$ cat src/ffaa_pkg.sv
// ----------------------------------------------------------------------------
// ffaa_pkg
// Shared types and constants of the first-fit aligned allocator.
// ----------------------------------------------------------------------------
package ffaa_pkg;

  localparam int MaxBlocks = 64;
  localparam int IdxW      = $clog2(MaxBlocks);
  localparam int CntW      = $clog2(MaxBlocks + 1);
  localparam int AddrW     = 32;
  localparam int AlogW     = 5;

  typedef enum logic [1:0] {
    CMD_INIT  = 2'd0,
    CMD_ALLOC = 2'd1,
    CMD_FREE  = 2'd2,
    CMD_NOP   = 2'd3
  } cmd_t;

  typedef enum logic [2:0] {
    ST_OK      = 3'd0,
    ST_NOFIT   = 3'd1,
    ST_FULL    = 3'd2,
    ST_UNKNOWN = 3'd3,
    ST_DOUBLE  = 3'd4,
    ST_ZERO    = 3'd5
  } status_t;

  typedef struct packed {
    logic [AddrW-1:0] start;
    logic [AddrW-1:0] len;
    logic             busy;
  } ent_t;

  localparam int EntW = 2 * AddrW + 1;

  typedef struct packed {
    cmd_t             cmd;
    logic             zero;
    logic [AddrW-1:0] size;
    logic [AlogW-1:0] alog;
    logic [AddrW-1:0] addr;
    logic [AddrW-1:0] len;
  } job_t;

endpackage

$ cat src/ffaa_front.sv
// ----------------------------------------------------------------------------
// ffaa_front
// Accepts requests, classifies them and holds them in a two-entry queue.
// ----------------------------------------------------------------------------
module ffaa_front (
  input  logic                           clk,
  input  logic                           rst_n,
  input  logic                           in_push,
  output logic                           in_full,
  input  logic [1:0]                     in_command,
  input  logic [ffaa_pkg::AddrW-1:0]     in_request_size,
  input  logic [ffaa_pkg::AlogW-1:0]     in_align_log2,
  input  logic [ffaa_pkg::AddrW-1:0]     in_free_address,
  input  logic [ffaa_pkg::AddrW-1:0]     pool_base,
  input  logic [ffaa_pkg::AddrW-1:0]     pool_length,
  output logic                           job_valid,
  input  logic                           job_ready,
  output ffaa_pkg::job_t                 job
);

  ffaa_pkg::job_t             q_r [2];
  logic                       wp_r, rp_r;
  logic [1:0]                 cnt_r;
  ffaa_pkg::job_t             cls;
  logic [ffaa_pkg::AddrW-1:0] room;
  logic                       push_ok, pop_ok;

  always_comb begin
    room       = ~pool_base;
    cls.cmd    = ffaa_pkg::cmd_t'(in_command);
    cls.size   = in_request_size;
    cls.alog   = in_align_log2;
    cls.addr   = in_free_address;
    cls.len    = pool_length;
    cls.zero   = 1'b0;
    case (cls.cmd)
      ffaa_pkg::CMD_INIT: begin
        cls.addr = pool_base;
        cls.zero = (pool_length == '0);
        if ((pool_length - 1'b1) > room) begin
          cls.len = room + 1'b1;
        end
      end
      ffaa_pkg::CMD_ALLOC: cls.zero = (in_request_size == '0);
      default: cls.zero = 1'b0;
    endcase
  end

  assign in_full   = (cnt_r == 2'd2);
  assign job_valid = (cnt_r != 2'd0);
  assign job       = q_r[rp_r];
  assign push_ok   = in_push && !in_full;
  assign pop_ok    = job_valid && job_ready;

  always_ff @(posedge clk) begin
    if (!rst_n) begin
      wp_r  <= 1'b0;
      rp_r  <= 1'b0;
      cnt_r <= 2'd0;
    end else begin
      if (push_ok) begin
        q_r[wp_r] <= cls;
        wp_r      <= !wp_r;
      end
      if (pop_ok) begin
        rp_r <= !rp_r;
      end
      cnt_r <= cnt_r + {1'b0, push_ok} - {1'b0, pop_ok};
    end
  end

endmodule

$ cat config.mk
export PLATFORM = sky130hd
export DESIGN_NAME = ffaa_front
export DESIGN_NICKNAME = d
export VERILOG_FILES = /design/src/ffaa_pkg.sv /design/src/ffaa_front.sv
export SDC_FILE = /design/constraint.sdc
export NUM_CORES = 1
export LEC_CHECK = 0
export ABC_CLOCK_PERIOD_IN_PS = 12100
export BUFFER_PORTS_ARGS = -buffer_cell sky130_fd_sc_hd__buf_4
export CORE_MARGIN = 10
export CORE_UTILIZATION = 41
export DETAILED_ROUTE_END_ITERATION = 16
export GPL_TIMING_DRIVEN = 0
export MAX_ROUTING_LAYER = met4
export PLACE_DENSITY = 0.72
export SLEW_MARGIN = 20
export SYNTH_ARGS = -nofsm -noshare
export SYNTH_HDL_FRONTEND = slang
export SYNTH_SLANG_ARGS = --single-unit
export TNS_END_PERCENT = 5
$ cat constraint.sdc
create_clock -name clk -period 12.1 [get_ports clk]
set_input_delay 1.815 -clock clk [delete_from_list [all_inputs] [get_ports clk]]
set_output_delay 1.815 -clock clk [all_outputs]
set_load 0.02 [all_outputs]
==> impl_metrics.env <==
export IMPL_critPathKind="input pin to flip-flop"
export IMPL_hold_depth=2
export IMPL_slowest_stage="clkbuf_1"
export IMPL_synth_top_family_by_area="multiplexers"
export IMPL_synth_top_cell_area_share_pct=60.3
export IMPL_fmax_mhz=146
export IMPL_rsz0062_at_grt="no"
export IMPL_place_gp_congestion=0.793
export IMPL_dieArea_mm2=0.0320
export IMPL_cp_start_kind="input pin"
export IMPL_grt_pass1_wl_mm=41.3
export IMPL_cts_inserted_buffers=23
export IMPL_cts_buffer_depth=3
export IMPL_worst_slew_pin_transition_ns=0.838
export IMPL_cts_resized_gates=0
export IMPL_cp_arrival_ns=7.08
export IMPL_synthAdderAreaFrac_pct=4.35
export IMPL_ios=245
export IMPL_fin_worst_skew_ns=0.0179
export IMPL_start_util_pct=41.4
export IMPL_fin_hold_ws_ns=0.543
export IMPL_final_instance_count_excl_fill=1311
export IMPL_syn_inst=683
export IMPL_syn_nets=858
export IMPL_synth_seq_cells=213
export IMPL_peakVddDrop_mv=0.125
export IMPL_cts_root_buf="clkbuf_16"
export IMPL_synth_edff_count=208
export IMPL_fp_dieH_um=179
export IMPL_clk_pin_slew_ns=0.06
export IMPL_cp_max_fo=10
export IMPL_end_kind="flip-flop"
export IMPL_post_route_period_util_pct=56.5
export IMPL_yosysSeqAreaShare_pct=61.2
export IMPL_synth_cell_types=44
export IMPL_postRouteAntennaNets=0
export IMPL_synthMostInstantiatedCell="edfxtp_1"
export IMPL_antenna_found_initial=0
export IMPL_leakagePower_nw=5.02
export IMPL_synth_compound_area_share_pct=2.08
export IMPL_wl_per_cell_um=20.8
export IMPL_cp_num_cells=17
export IMPL_synth_area_mm2=0.0104
export IMPL_synth_top_area_cell="edfxtp_1"
export IMPL_maxSlewHeadroom_pct=44.1
export IMPL_max_stage_delay_ns=0.57
export IMPL_first_pass_iters=4
export IMPL_vias_per_cell=5.20
export IMPL_yosys_most_used_dff="edfxtp_1"
export IMPL_cts_sinks=213
export IMPL_synth_warnings=0
export IMPL_post_cts_buffers=0
export IMPL_io_buffer_count=244
export IMPL_yosys_top_cells_area="edfxtp_1, mux2_2, ha_1, xnor2_1, xor2_1"
export IMPL_clock_latency_ns=0.52
export IMPL_synth_xor_area_share_pct=5.24
export IMPL_path_cells="buf_4, inv_1, ha_1, or4b_1, or3_1, clkbuf_1, nor3_2, nand2_1, nor3_1, xor2_1, ha_1, nand4_1, nor4_1, nand2_1, o31ai_1, clkbuf_1, mux2_2"
export IMPL_status="finished clean"
export IMPL_finalHoldViolCount=0
export IMPL_avgSynthCellArea_um2=15.2
export IMPL_drtIter0Drc=347
export IMPL_htreeDepth=1
export IMPL_muxShareOfSynthArea_pct=18.1
export IMPL_core_area_mm2=0.0250
export IMPL_min_from="rp_r$_SDFFE_PN0P_"
export IMPL_min_to="rp_r$_SDFFE_PN0P_"
export IMPL_crit_buf_inv=4
export IMPL_drive_gt1_share_pct=48.5
export IMPL_critPathTopFamily="simple AND/OR/NAND/NOR gates"
export IMPL_hold_path_class="flip-flop to flip-flop"
export IMPL_wirelength_mm=27.3
export IMPL_fp_row_count=58
export IMPL_synth_common_cells="edfxtp_1, mux2_2, ha_1"
export IMPL_fin_area_mm2=0.0135
export IMPL_grt_overflow=0
export IMPL_reg2reg_from="cnt_r[0]$_SDFF_PN0_"
export IMPL_die_w_um=179
export IMPL_insertedDiodeCount=0
export IMPL_rr_worst_depth=8
export IMPL_grt_pass1_vias=7264
export IMPL_dpl_cell_area_mm2=0.0128
export IMPL_regToRegSetupSlack_ns=9.47
export IMPL_tritoncts="yes"
export IMPL_track_usage_pct=17.0
export IMPL_powerDensity_mw_per_mm2=166
export IMPL_dp_hpwl_mm=20.9
export IMPL_setup_viol=0
export IMPL_dpl_cell_count=1272
export IMPL_fin_nets=1142
export IMPL_synthArstFlopShare_pct=0
export IMPL_period_needed_ns=6.84
export IMPL_vias=6817
export IMPL_worstPathRequired_ns=12.34
export IMPL_synth_simple_area_share_pct=7.86
export IMPL_drc_errors=0
export IMPL_r2r_end="q_r[0][16]$_DFFE_PP_"
export IMPL_maxSlewViolCount=0
export IMPL_area_growth_pct=30.5
export IMPL_cts_hold_buf=0
export IMPL_drv_cap=0
export IMPL_grt_max_degree=45
-- worst max path at each step --
stage / start / end / slack (ns)
2_1_floorplan: in_push / q_r[0][0]$_DFFE_PP_ / 1.91
3_3_place_gp: in_push / q_r[0][21]$_DFFE_PP_ / -2.97
3_5_place_dp: pool_length[0] / q_r[0][16]$_DFFE_PP_ / 4.69
4_1_cts: pool_length[0] / q_r[0][16]$_DFFE_PP_ / 5.21
5_1_grt: pool_length[0] / q_r[0][16]$_DFFE_PP_ / 4.87
6_report: pool_length[0] / q_r[0][16]$_DFFE_PP_ / 5.26
-- worst min-delay path, stage by stage (launching register included) --
cell and delay, ns:
dfxtp_1 0.32, xnor2_1 0.09, nor2b_1 0.10
-- logic make-up (layout without fill, tap and decap cells) --
logic type                 after synthesis  count (layout)
DFF                                    213             213
muxes                                  166             166
and+or+nand+nor                        144             144
xor gates and xnor gates                62              62
adders and majority gates               36              36
AOI/OAI and AO/OA                       32              32
buffers and inverters                   30             328
-- power breakdown --
part           total, mW  internal, mW  switching [mW]
sequential         0.900         0.886          0.0139
clock              0.692         0.408           0.284
combinational      0.650         0.299           0.351
-- stage by stage --
stage	TNS [ns]	total power [mW]	util [%]	worst slack [ns]
6_report	0	2.24	54.0	5.26
5_1_grt	0	2.35	54.0	4.87
4_1_cts	0	2.28	54.0	5.21
3_5_place_dp	0	1.58	51.0	4.69
3_3_place_gp	-307.26	1.57	50.4	-2.97
2_1_floorplan	0	1.30	-	1.91
-- cell type report --
cell class	count	area, µm²
plain buffers	20	76.3
flip-flops and latches	213	6350
repair buffers	259	1990
clock buffers	30	664
multi-input cells	440	3910
fillers	2113	11500
well taps	330	413
inverters	10	37.5
clock inverters	9	85.1
-- per-layer routing --
layer	GRT usage, %	up-vias	routed length, µm
met2	28.8	211	13400
met5	-	-	0
met3	4.36	37	2230
met4	3.48	0	418
met1	20.1	3364	11200
li1	-	3205	-
-- state kept, by name (all words and copies together) (netlist names), named ones only --
register  cells
cnt_r         2
rp_r          1
wp_r          1
q_r         208
-- cell usage in the layout (no fill, tap or decap), drive strengths merged, types with 11 or more instances in the layout --
| cell | instances |
|---|---|
| nor2 | 30 |
| clkbuf | 42 |
| edfxtp | 208 |
| nor3 | 16 |
| xor2 | 28 |
| xnor2 | 34 |
| nor4 | 21 |
| buf | 267 |
| inv | 11 |
| or3 | 13 |
| nand2 | 24 |
| mux2 | 165 |
| ha | 36 |
Power figures use the tool's default switching activity.
